## config.mk

```make
export PLATFORM = sky130hd
export DESIGN_NAME = nand_page_read_sequencer_flat
export DESIGN_NICKNAME = d
export VERILOG_FILES = /design/src/rtl/core/nprs_pkg.sv /design/src/rtl/core/nprs_if.sv /design/src/rtl/core/nand_page_read_sequencer.sv /design/src/flat_wrapper.sv
export SDC_FILE = /design/constraint.sdc
export NUM_CORES = 1
export LEC_CHECK = 0
export BUFFER_PORTS_ARGS = -buffer_cell sky130_fd_sc_hd__buf_2
export CORE_ASPECT_RATIO = 1.75
export CORE_MARGIN = 3
export CORE_UTILIZATION = 53
export CTS_CLUSTER_DIAMETER = 100
export DETAILED_ROUTE_END_ITERATION = 16
export GPL_TIMING_DRIVEN = 0
export PLACE_DENSITY = 0.77
export SLEW_MARGIN = 20
export SYNTH_ARGS = -nofsm -noshare
export SYNTH_HDL_FRONTEND = slang
export SYNTH_SLANG_ARGS = --single-unit
```

## constraint.sdc

```tcl
create_clock -name clock -period 3.2 [get_ports clock]
set_input_delay 0.8 -clock clock [delete_from_list [all_inputs] [get_ports clock]]
set_output_delay 0.8 -clock clock [all_outputs]
set_load 0.01 [all_outputs]
```

## src/rtl/core/nprs_pkg.sv

```systemverilog
// Shared types, codes and constants of the NAND page read sequencer.
`default_nettype none

package nprs_pkg;

   // Page size used when the top level is not told otherwise; must be a power of two.
   localparam int unsigned PAGE_BYTES_DEFAULT = 2048;

   typedef logic [31:0] word_type;
   typedef logic [7:0]  byte_type;

   // Request command codes.
   typedef logic [1:0] cmd_type;
   localparam cmd_type CMD_START  = 2'd0;
   localparam cmd_type CMD_STATUS = 2'd1;
   localparam cmd_type CMD_DATA   = 2'd2;

   // Response operation codes.
   typedef logic [2:0] op_type;
   localparam op_type OP_SEL   = 3'd0;
   localparam op_type OP_CMD   = 3'd1;
   localparam op_type OP_ADR   = 3'd2;
   localparam op_type OP_STORE = 3'd3;
   localparam op_type OP_DESEL = 3'd4;

   // Flash command bytes of a large-page read.
   localparam byte_type NAND_READ0     = 8'h00;
   localparam byte_type NAND_READSTART = 8'h30;

endpackage

`default_nettype wire

```

## src/rtl/core/nprs_if.sv

```systemverilog
// Request and response channel interfaces of the NAND page read sequencer.
`default_nettype none

interface nprs_req_if
   import nprs_pkg::*;
   ();
   logic     valid;
   logic     ready;
   cmd_type  cmd;
   word_type start_addr;
   word_type length;
   logic     ready_flag;
   byte_type flash_byte;

   modport source (output valid, output cmd, output start_addr, output length,
                   output ready_flag, output flash_byte, input ready);
   modport sink   (input valid, input cmd, input start_addr, input length,
                   input ready_flag, input flash_byte, output ready);
endinterface

interface nprs_rsp_if
   import nprs_pkg::*;
   ();
   logic     valid;
   logic     ready;
   op_type   op;
   byte_type bus_byte;
   word_type buf_index;
   logic     last;

   modport source (output valid, output op, output bus_byte, output buf_index,
                   output last, input ready);
   modport sink   (input valid, input op, input bus_byte, input buf_index,
                   input last, output ready);
endinterface

`default_nettype wire

```

## src/rtl/core/nand_page_read_sequencer.sv

```systemverilog
// Latency: a request transaction is decoded in the cycle it is accepted; its first response is
// valid in the next cycle. A transaction yields zero to eight responses, one per cycle while the
// response port is ready. Throughput: one request per cycle while each yields at most one response
// and the port is ready; a select or page-boundary burst holds off requests until it completes.
// Reset is synchronous and active high: the sequencer returns to idle with no response pending.
`default_nettype none

module nand_page_read_sequencer
   import nprs_pkg::*;
   #(
      parameter int unsigned PAGE_BYTES = PAGE_BYTES_DEFAULT
   )
   (
      input  wire logic   clock,
      input  wire logic   reset,
      nprs_req_if.sink    req_if,
      nprs_rsp_if.source  rsp_if
   );

   // The page size is a power of two, so the column is the low address bits and the page
   // number is the rest of the address.
   localparam int unsigned PageBits = $clog2(PAGE_BYTES);

   // Positions in the response sequence of one request. Position zero is the lead response
   // (select or store); a deselect follows at position one, or a full command and address
   // burst fills positions one through seven.
   localparam logic [2:0] POS_LEAD      = 3'd0;
   localparam logic [2:0] POS_CMD_READ  = 3'd1;
   localparam logic [2:0] POS_COL_LO    = 3'd2;
   localparam logic [2:0] POS_COL_HI    = 3'd3;
   localparam logic [2:0] POS_PAGE_B0   = 3'd4;
   localparam logic [2:0] POS_PAGE_B1   = 3'd5;
   localparam logic [2:0] POS_PAGE_B2   = 3'd6;
   localparam logic [2:0] POS_CMD_START = 3'd7;
   localparam logic [2:0] POS_DESEL     = 3'd1;

   typedef enum logic [1:0] {
      PH_IDLE,
      PH_WAIT,
      PH_DATA
   } phase_type;

   typedef enum logic [1:0] {
      TAIL_NONE,
      TAIL_DESEL,
      TAIL_BURST
   } tail_type;

   // Read progress state.
   phase_type phase_ff, phase_in;
   word_type  cur_addr_ff, cur_addr_in;
   word_type  byte_count_ff, byte_count_in;
   word_type  total_len_ff, total_len_in;

   // Response sequence register: what the accepted transaction must still emit.
   logic      busy_ff, busy_in;
   logic [2:0] pos_ff, pos_in;
   logic      lead_store_ff, lead_store_in;
   tail_type  tail_ff, tail_in;
   byte_type  data_ff, data_in;
   word_type  index_ff, index_in;
   word_type  baddr_ff, baddr_in;

   logic       accept;
   logic       rsp_done;
   logic [2:0] last_pos;
   word_type   count_next;
   word_type   addr_next;
   logic [15:0] column;
   word_type   page;

   always_comb begin
      case (tail_ff)
         TAIL_DESEL: last_pos = POS_DESEL;
         TAIL_BURST: last_pos = POS_CMD_START;
         default:    last_pos = POS_LEAD;
      endcase
   end

   // A new request is taken while the final response of the previous one is handed off,
   // so single-response transactions stream at full rate.
   assign rsp_done     = busy_ff && rsp_if.ready && (pos_ff == last_pos);
   assign req_if.ready = !busy_ff || rsp_done;
   assign accept       = req_if.valid && req_if.ready;

   assign count_next = byte_count_ff + 32'd1;
   assign addr_next  = cur_addr_ff + 32'd1;

   // Decode of an accepted request together with the progress of the response sequence.
   always_comb begin
      phase_in      = phase_ff;
      cur_addr_in   = cur_addr_ff;
      byte_count_in = byte_count_ff;
      total_len_in  = total_len_ff;
      busy_in       = busy_ff;
      pos_in        = pos_ff;
      lead_store_in = lead_store_ff;
      tail_in       = tail_ff;
      data_in       = data_ff;
      index_in      = index_ff;
      baddr_in      = baddr_ff;

      if (busy_ff && rsp_if.ready) begin
         if (pos_ff == last_pos) begin
            busy_in = 1'b0;
         end else begin
            pos_in = pos_ff + 3'd1;
         end
      end

      if (accept) begin
         case (req_if.cmd)
            CMD_START: begin
               if (phase_ff == PH_IDLE) begin
                  cur_addr_in   = req_if.start_addr;
                  total_len_in  = req_if.length;
                  byte_count_in = '0;
                  busy_in       = 1'b1;
                  pos_in        = POS_LEAD;
                  lead_store_in = 1'b0;
                  baddr_in      = req_if.start_addr;
                  if (req_if.length == '0) begin
                     tail_in = TAIL_DESEL;
                  end else begin
                     tail_in  = TAIL_BURST;
                     phase_in = PH_WAIT;
                  end
               end
            end
            CMD_STATUS: begin
               if (phase_ff == PH_WAIT && req_if.ready_flag) begin
                  phase_in = PH_DATA;
               end
            end
            CMD_DATA: begin
               if (phase_ff == PH_DATA) begin
                  byte_count_in = count_next;
                  cur_addr_in   = addr_next;
                  busy_in       = 1'b1;
                  pos_in        = POS_LEAD;
                  lead_store_in = 1'b1;
                  data_in       = req_if.flash_byte;
                  index_in      = byte_count_ff;
                  baddr_in      = addr_next;
                  if (count_next == total_len_ff) begin
                     // The final byte closes the read with a deselect.
                     tail_in  = TAIL_DESEL;
                     phase_in = PH_IDLE;
                  end else if (addr_next[PageBits-1:0] == '0) begin
                     // Crossing into a new page reissues the read command and address.
                     tail_in  = TAIL_BURST;
                     phase_in = PH_WAIT;
                  end else begin
                     tail_in = TAIL_NONE;
                  end
               end
            end
            default: begin
            end
         endcase
      end
   end

   always_ff @(posedge clock) begin
      if (reset) begin
         phase_ff      <= PH_IDLE;
         cur_addr_ff   <= '0;
         byte_count_ff <= '0;
         total_len_ff  <= '0;
         busy_ff       <= 1'b0;
         pos_ff        <= POS_LEAD;
         lead_store_ff <= 1'b0;
         tail_ff       <= TAIL_NONE;
      end else begin
         phase_ff      <= phase_in;
         cur_addr_ff   <= cur_addr_in;
         byte_count_ff <= byte_count_in;
         total_len_ff  <= total_len_in;
         busy_ff       <= busy_in;
         pos_ff        <= pos_in;
         lead_store_ff <= lead_store_in;
         tail_ff       <= tail_in;
      end
      data_ff  <= data_in;
      index_ff <= index_in;
      baddr_ff <= baddr_in;
   end

   // Column and page number of the burst address.
   assign column = {{(16 - PageBits){1'b0}}, baddr_ff[PageBits-1:0]};
   assign page   = baddr_ff >> PageBits;

   // Response fields are selected from the sequence register by position.
   always_comb begin
      rsp_if.valid     = busy_ff;
      rsp_if.op        = OP_SEL;
      rsp_if.bus_byte  = '0;
      rsp_if.buf_index = '0;
      rsp_if.last      = 1'b0;
      if (pos_ff == POS_LEAD) begin
         if (lead_store_ff) begin
            rsp_if.op        = OP_STORE;
            rsp_if.bus_byte  = data_ff;
            rsp_if.buf_index = index_ff;
         end
      end else if (tail_ff == TAIL_DESEL) begin
         rsp_if.op   = OP_DESEL;
         rsp_if.last = 1'b1;
      end else begin
         case (pos_ff)
            POS_CMD_READ: begin
               rsp_if.op       = OP_CMD;
               rsp_if.bus_byte = NAND_READ0;
            end
            POS_COL_LO: begin
               rsp_if.op       = OP_ADR;
               rsp_if.bus_byte = column[7:0];
            end
            POS_COL_HI: begin
               rsp_if.op       = OP_ADR;
               rsp_if.bus_byte = column[15:8];
            end
            POS_PAGE_B0: begin
               rsp_if.op       = OP_ADR;
               rsp_if.bus_byte = page[7:0];
            end
            POS_PAGE_B1: begin
               rsp_if.op       = OP_ADR;
               rsp_if.bus_byte = page[15:8];
            end
            POS_PAGE_B2: begin
               rsp_if.op       = OP_ADR;
               rsp_if.bus_byte = page[23:16];
            end
            POS_CMD_START: begin
               rsp_if.op       = OP_CMD;
               rsp_if.bus_byte = NAND_READSTART;
            end
            default: begin
               rsp_if.op = OP_SEL;
            end
         endcase
      end
   end

endmodule

`default_nettype wire
```

## src/flat_wrapper.sv

```systemverilog
// flat-port wrapper written by rule: the top's interface ports become plain ports
module nand_page_read_sequencer_flat import nprs_pkg::*;
#(
      parameter int unsigned PAGE_BYTES = PAGE_BYTES_DEFAULT
   )
  (clock, reset, req_if_valid, req_if_cmd, req_if_start_addr, req_if_length, req_if_ready_flag, req_if_flash_byte, req_if_ready, rsp_if_valid, rsp_if_op, rsp_if_bus_byte, rsp_if_buf_index, rsp_if_last, rsp_if_ready);
  nprs_req_if req_if_i ();
  nprs_rsp_if rsp_if_i ();
  input  wire logic clock;
  input  wire logic reset;
  input wire logic [$bits(req_if_i.valid)-1:0] req_if_valid;
  input wire logic [$bits(req_if_i.cmd)-1:0] req_if_cmd;
  input wire logic [$bits(req_if_i.start_addr)-1:0] req_if_start_addr;
  input wire logic [$bits(req_if_i.length)-1:0] req_if_length;
  input wire logic [$bits(req_if_i.ready_flag)-1:0] req_if_ready_flag;
  input wire logic [$bits(req_if_i.flash_byte)-1:0] req_if_flash_byte;
  output wire logic [$bits(req_if_i.ready)-1:0] req_if_ready;
  output wire logic [$bits(rsp_if_i.valid)-1:0] rsp_if_valid;
  output wire logic [$bits(rsp_if_i.op)-1:0] rsp_if_op;
  output wire logic [$bits(rsp_if_i.bus_byte)-1:0] rsp_if_bus_byte;
  output wire logic [$bits(rsp_if_i.buf_index)-1:0] rsp_if_buf_index;
  output wire logic [$bits(rsp_if_i.last)-1:0] rsp_if_last;
  input wire logic [$bits(rsp_if_i.ready)-1:0] rsp_if_ready;
  assign req_if_i.valid = req_if_valid;
  assign req_if_i.cmd = req_if_cmd;
  assign req_if_i.start_addr = req_if_start_addr;
  assign req_if_i.length = req_if_length;
  assign req_if_i.ready_flag = req_if_ready_flag;
  assign req_if_i.flash_byte = req_if_flash_byte;
  assign req_if_ready = req_if_i.ready;
  assign rsp_if_valid = rsp_if_i.valid;
  assign rsp_if_op = rsp_if_i.op;
  assign rsp_if_bus_byte = rsp_if_i.bus_byte;
  assign rsp_if_buf_index = rsp_if_i.buf_index;
  assign rsp_if_last = rsp_if_i.last;
  assign rsp_if_i.ready = rsp_if_ready;
  nand_page_read_sequencer #(.PAGE_BYTES(PAGE_BYTES)) u_core (.clock(clock), .reset(reset), .req_if(req_if_i), .rsp_if(rsp_if_i));
endmodule
```

### After elaboration in Yosys (flattened, before gate mapping)

Cells that the tools add are included.

| cells by class | value |
|---|---|
| $add $sub $neg | 3 |
| equality and inequality tests | 20 |
| multiplexer cells | 47 |
| reductions and logical operators | 19 |

Operators with widths:

| operator | number |
|---|---|
| $mux 32 | 6 |
| $pmux 32 s2 | 2 |
| $add 32x1->32 const B | 2 |
| $pmux 8 s6 | 1 |
| $eq 32x32->1 | 1 |
| $logic_not 32->1 | 1 |
| $mux 2 | 12 |
| $mux 8 | 3 |
| $mux 3 | 7 |
| $eq 3x3->1 const B | 4 |
| $pmux 3 s2 | 2 |
| $logic_not 11->1 | 1 |
| $mux 1 | 9 |
| $pmux 2 s2 | 2 |
| $reduce_and 7->1 | 1 |
| $eq 2x1->1 const B | 3 |
| $eq 2x2->1 const B | 3 |
| $eq 3x2->1 const B | 2 |
| $ne 2x1->1 const B | 3 |
| $pmux 2 s3 | 1 |
| $reduce_and 3->1 | 2 |
| $reduce_or 5->1 | 1 |
| $logic_and 1x1->1 | 4 |
| $logic_not 2->1 | 2 |
| other kinds (13) | 14 |

| word-level totals | value |
|---|---|
| register bits after elaboration | 177 |
| input port bits | 79 |
| output and inout bits | 46 |
| logic and storage cells | 100 |

### Logic depth before layout (Yosys ltp)

| logic depth | value |
|---|---|
| depth in word-level cells | 8 |
| depth in mapped cells | 12 |
| depth with buffers taken out | 11 |

### Worst setup path after synthesis

Ideal clock, no wire load.

| path | value |
|---|---|
| kind | input to register |
| from | in req_if_cmd[0] |
| to | reg u_core.baddr_ff[0] (enable) |
| data arrival time | 2.691 ns |
| required time | 2.791 ns |
| setup slack | 0.101 ns |
| cell stages on the path | 5 |
| path buffers | 2 |
| path through | nor3b_1 > nand3_1 > inv_1 > clkbuf_1 > clkbuf_1 |

| on the way | value |
|---|---|
| word-level cells in the longest chain between the ends | 3 |

Ends and longest elaborated chain:

| element | RTL line | RTL |
|---|---|---|
| start, declared | flat_wrapper.sv:12 | `input wire logic [$bits(req_if_i.cmd)-1:0] req_if_cmd;` |
| $eq 2x2->1 or $logic_not 2->1 (tied branches) | nand_page_read_sequencer.sv:112 | `case (req_if.cmd)` |
| $ne 2x1->1 (no source line) or $reduce_bool 2->1 (tied branches) | n/a |  |
| $reduce_and 4->1 (no source line) (*) | n/a |  |
| end signal, assigned | nand_page_read_sequencer.sv:186 | `baddr_ff <= baddr_in;` |
| end, declared | nand_page_read_sequencer.sv:62 | `word_type baddr_ff, baddr_in;` |

Mark *: on every way between the ends. The rest lies on a longest branch, timed or not.
A chain may end at the register's enable or synchronous reset.

### Worst setup path after layout

| path | value |
|---|---|
| from | reg u_core.byte_count_ff[0] |
| to | reg u_core.phase_ff[0] |

| on the way | value |
|---|---|
| word-level cells in the longest chain between the ends | 5 |

Ends and longest elaborated chain:

| element | RTL line | RTL |
|---|---|---|
| start, declared | nand_page_read_sequencer.sv:52 | `word_type byte_count_ff, byte_count_in;` |
| start signal, assigned | nand_page_read_sequencer.sv:177 | `byte_count_ff <= byte_count_in;` |
| $add 32x1->32 (*) | nand_page_read_sequencer.sv:86 | `assign count_next = byte_count_ff + 32'd1;` |
| $eq 32x32->1 (*) | nand_page_read_sequencer.sv:145 | `if (count_next == total_len_ff) begin` |
| $mux 2 | nand_page_read_sequencer.sv:145 |  |
| $mux 2 | nand_page_read_sequencer.sv:136 | `if (phase_ff == PH_DATA) begin` |
| $pmux 2 s3 | nand_page_read_sequencer.sv:112 |  |
| end signal, assigned | nand_page_read_sequencer.sv:175 | `phase_ff <= phase_in;` |
| end, declared | nand_page_read_sequencer.sv:50 | `phase_type phase_ff, phase_in;` |

Mark *: on every way between the ends. The rest lies on a longest branch, timed or not. The select of a mux whose other input is x is not followed.

==> run summary <==
=====================================================================================================
Worst slack, placed ....................................................................    -0.622 ns
Top routing layer in use ...............................................................         met4
H-tree levels ..........................................................................            4
Ports placed on the boundary ...........................................................          125
Met1 layer wirelength in the final routing .............................................      9710 um
Post-route antenna net violation count .................................................            0
Finished Core Util .....................................................................        0.646
Summed instance area of the synthesized netlist ........................................   9350 sq um
Yosys Warn Count .......................................................................            0
Run status .............................................................................    completed
Final WL ...............................................................................     28600 um
Met2 wire length .......................................................................     15200 um
Area added between synthesis and finish ................................................        18.1%
Via count of the first global-routing pass .............................................         8299
Total GRT Usage ........................................................................        0.298
Least-Margin Pin Slew ..................................................................      1.05 ns
Final Wtd Congestion ...................................................................        0.981
Gr ovfl total ..........................................................................            0
Max-slew headroom at the worst pin .....................................................        0.296
Tcrit/Tclk final .......................................................................        0.971
Highest fanout seen on the critical path ...............................................           10
Final Non-Filler Cells .................................................................         1466
Residual DRC count .....................................................................            0
Area enclosed by the die boundary ......................................................  19300 sq um
Class of the most critical hold timing path ............................................      reg2reg
WL met3 ................................................................................      1580 um
Clock tree skew after final layout .....................................................   0.00996 ns
Area used by multi-input combinational logic ...........................................   4800 sq um
Flops & latches, synth .................................................................          177
Vias/cell ..............................................................................         5.91
Height of the die ......................................................................       182 um
# nets final ...........................................................................         1316
Mean area per synthesized cell .........................................................   8.63 sq um
Port-buffer cells ......................................................................          123
Hold Fails Final Rpt ...................................................................            0
Clock tree buffer depth ................................................................            2
Sequential-to-total area share from yosys stat .........................................        0.456
Post-detailed-placement half-perimeter wirelength ......................................     21800 um
Antenna diode instance count ...........................................................            0
Gate count of the mapped netlist .......................................................         1083
Buffer type at the clock tree root .....................................................    clkbuf_16
Mux share of post-synthesis cell area ..................................................      0.00803
Data required time at the worst endpoint ...............................................      3.50 ns
Peak per-stage delay on the critical path ..............................................      0.58 ns
Largest vdd supply drop ................................................................     0.339 mV
Setup TNS ..............................................................................         0 ns
Power density over the cells ...........................................................  442 nW/um^2
Clock Pin Slew Worst Setup and Hold Paths ..............................................      0.07 ns
CP Capture Type ........................................................................    flip-flop
Number of buffers created by CTS .......................................................           17
Clock latency of the later-clocked register in the worst-skew pair .....................      0.45 ns
Setup slack of the critical path after layout ..........................................    0.0934 ns
Leading register cell type out of synthesis ............................................      dfxtp_1
Synthesized-area fraction occupied by and/or/nand/nor cells ............................        0.256
Detailed router's first-iteration violation count ......................................          465
Clock tree from TritonCTS ..............................................................        built
Post-CTS Hold Buffers ..................................................................            0
Number of distinct standard cells referenced by the synthesized netlist ................           62
Worst Path Class, Setup ................................................................      reg2reg
Maximum number of pins on one net before global-route repair ...........................           39
Post-synthesis share of cell area spent on full adders, half adders and majority gates .       0.0147
Cell row count .........................................................................           63
Wire length per cell after detailed routing ............................................      19.5 um
Post-synth EDFFs .......................................................................           72
Setup repair after global routing missed its margin ....................................           no
Proportion of register bits with asynchronous set or reset after synthesis .............            0
Total nets after synthesis .............................................................         1173
Area occupied by registers .............................................................   4280 sq um
Post-synthesis xor/xnor area fraction ..................................................       0.0740
Clock sink count .......................................................................          177
Total core area ........................................................................  17100 sq um
Setup Viol. Count Final ................................................................            0
Starting utilization of the core area ..................................................        0.547
Slowest library cell on the worst path .................................................        or4_4
Minimum clock period after layout ......................................................      3.11 ns
Fraction of final layout cells with drive strength greater than 1 ......................        0.174
Initial antenna violation count ........................................................            0
Synth Area in Compound Gates ...........................................................        0.151
Series of cell instances along the critical path ....................................... clkbuf_4 -> nand2_1 -> or3_1 -> a2111oi_2 -> o2111ai_1 -> or4_4 -> nor4_4 -> buf_4 -> o22ai_1
Via count of the routed design .........................................................         8667
Fillcell total .........................................................................         1543
Max Transition Viols Final .............................................................            0
Maximum achievable frequency ...........................................................      322 MHz
Detailed-router iteration count before antenna repair ..................................            7
Wire length of the first global-routing pass ...........................................     44100 um
Number of cells in the design after placement ..........................................         1435
Main combinational cell family by area after synthesis ................................. simple AND/OR/NAND/NOR gates
Static power due to leakage ............................................................      4.12 nW
Arrival time worst endpoint ............................................................      3.40 ns
Die W ..................................................................................       106 um
Maximum capacitance violations .........................................................            0
Startpoint types .......................................................................    flip-flop
Hold slack .............................................................................     0.427 ns
=====================================================================================================
## metrics by stage
step | area (sq um) | power [mW]
4_1_cts | 10900 | 4.89
3_5_place_dp | 10300 | 2.82
5_1_grt | 11000 | 5.02
2_1_floorplan | 9350 | 2.66
3_3_place_gp | 10200 | 2.81
6_report | 11000 | 4.88
## cell type report
class / instances / area share
Inverter: 12 / 0.00408
Timing Repair Buffer: 130 / 0.0634
Sequential cell: 177 / 0.387
Tap cell: 227 / 0.0257
Buffer: 78 / 0.0317
Clock inverter: 15 / 0.0145
Clock buffer: 17 / 0.0385
Multi-Input combinational cell: 810 / 0.435
## cell usage in the layout, fill, tap and decap left out, drive strengths merged, types with 9 or more instances in the layout
cell	instances
nor4	22
buf	143
and4	15
dfxtp	105
or3	11
xor2	27
inv	22
nor2	61
and2	40
nand3	31
nand2	195
o21ai	74
a21oi	95
nand4	29
xnor2	52
and3	14
clkbuf	82
or4	9
edfxtp	72
ha	11
nor3	20
## Yosys cell counts, types with 10 or more instances
cell type	instances	share of area
a21oi_1	95	0.051
and2_1	39	0.026
and3_1	14	0.0094
and4_1	15	0.014
buf_2	12	0.0064
clkbuf_1	68	0.027
dfxtp_1	105	0.22
edfxtp_1	72	0.23
ha_1	11	0.015
inv_1	12	0.0048
nand2_1	195	0.078
nand3_1	31	0.017
nand4_1	28	0.019
nor2_1	61	0.024
nor3_1	20	0.011
nor4_1	21	0.014
o21ai_0	66	0.035
or3_1	10	0.0067
xnor2_1	52	0.049
xor2_1	27	0.025
## repair_timing
item,4_1_cts,5_1_grt
resized for setup,13,42
pin swaps,4,9
gates cloned,0,0
buffers inserted,2,3
endpoints found under the setup margin,49,47
hold endpoints to repair,0,0
## worst paths after layout
check | to | depth (start not counted) | from | slack [ns]
hold / removal | u_core.index_ff[9]$_DFFE_PP_ | 0 | u_core.byte_count_ff[9]$_SDFFE_PP0P_ | 0.43
hold reg to reg | u_core.index_ff[9]$_DFFE_PP_ | 0 | u_core.byte_count_ff[9]$_SDFFE_PP0P_ | 0.43
setup / recovery | u_core.phase_ff[0]$_SDFFE_PP0P_ | 9 | u_core.byte_count_ff[0]$_SDFFE_PP0P_ | 0.09
setup reg to reg | u_core.phase_ff[0]$_SDFFE_PP0P_ | 9 | u_core.byte_count_ff[0]$_SDFFE_PP0P_ | 0.09
## state kept, by name, indices dropped and copies added (netlist names), 2 cells and up
register              count
u_core.baddr_ff          32
u_core.byte_count_ff     32
u_core.cur_addr_ff       32
u_core.data_ff            8
u_core.index_ff          32
u_core.phase_ff           2
u_core.pos_ff             3
u_core.tail_ff            2
u_core.total_len_ff      32
## where the power goes
group | switching [mW] | internal (mW)
registers | 0.0368 | 2.39
clock network | 0.993 | 1.11
logic | 0.222 | 0.131
total | 1.25 | 3.62
## per-layer routing
layer,track usage,vias to the layer above
met5,0,-
met4,0.196,0
met3,0.0530,108
met2,0.546,344
met1,0.303,4050
li1,-,4165
## worst max-delay path, delay by kind of cell, from the launching register on
kind                   cells  cell delay [ns]
and+or+nand+nor            4             1.40
AOI/OAI and AO/OA          3             0.72
DFF                        1             0.42
buffers and inverters      2             0.42
## logic make-up (layout without fill, tap and decap cells)
logic type,after synthesis,after routing
multiplexers,7,7
XOR/XNOR,79,79
adder cells (fa/ha/maj),11,11
AO/OA/AOI/OAI,239,239
flip-flops,177,177
buffers and inverters,96,252
AND/OR/NAND/NOR,474,474
(Power assumes the default switching activity.)
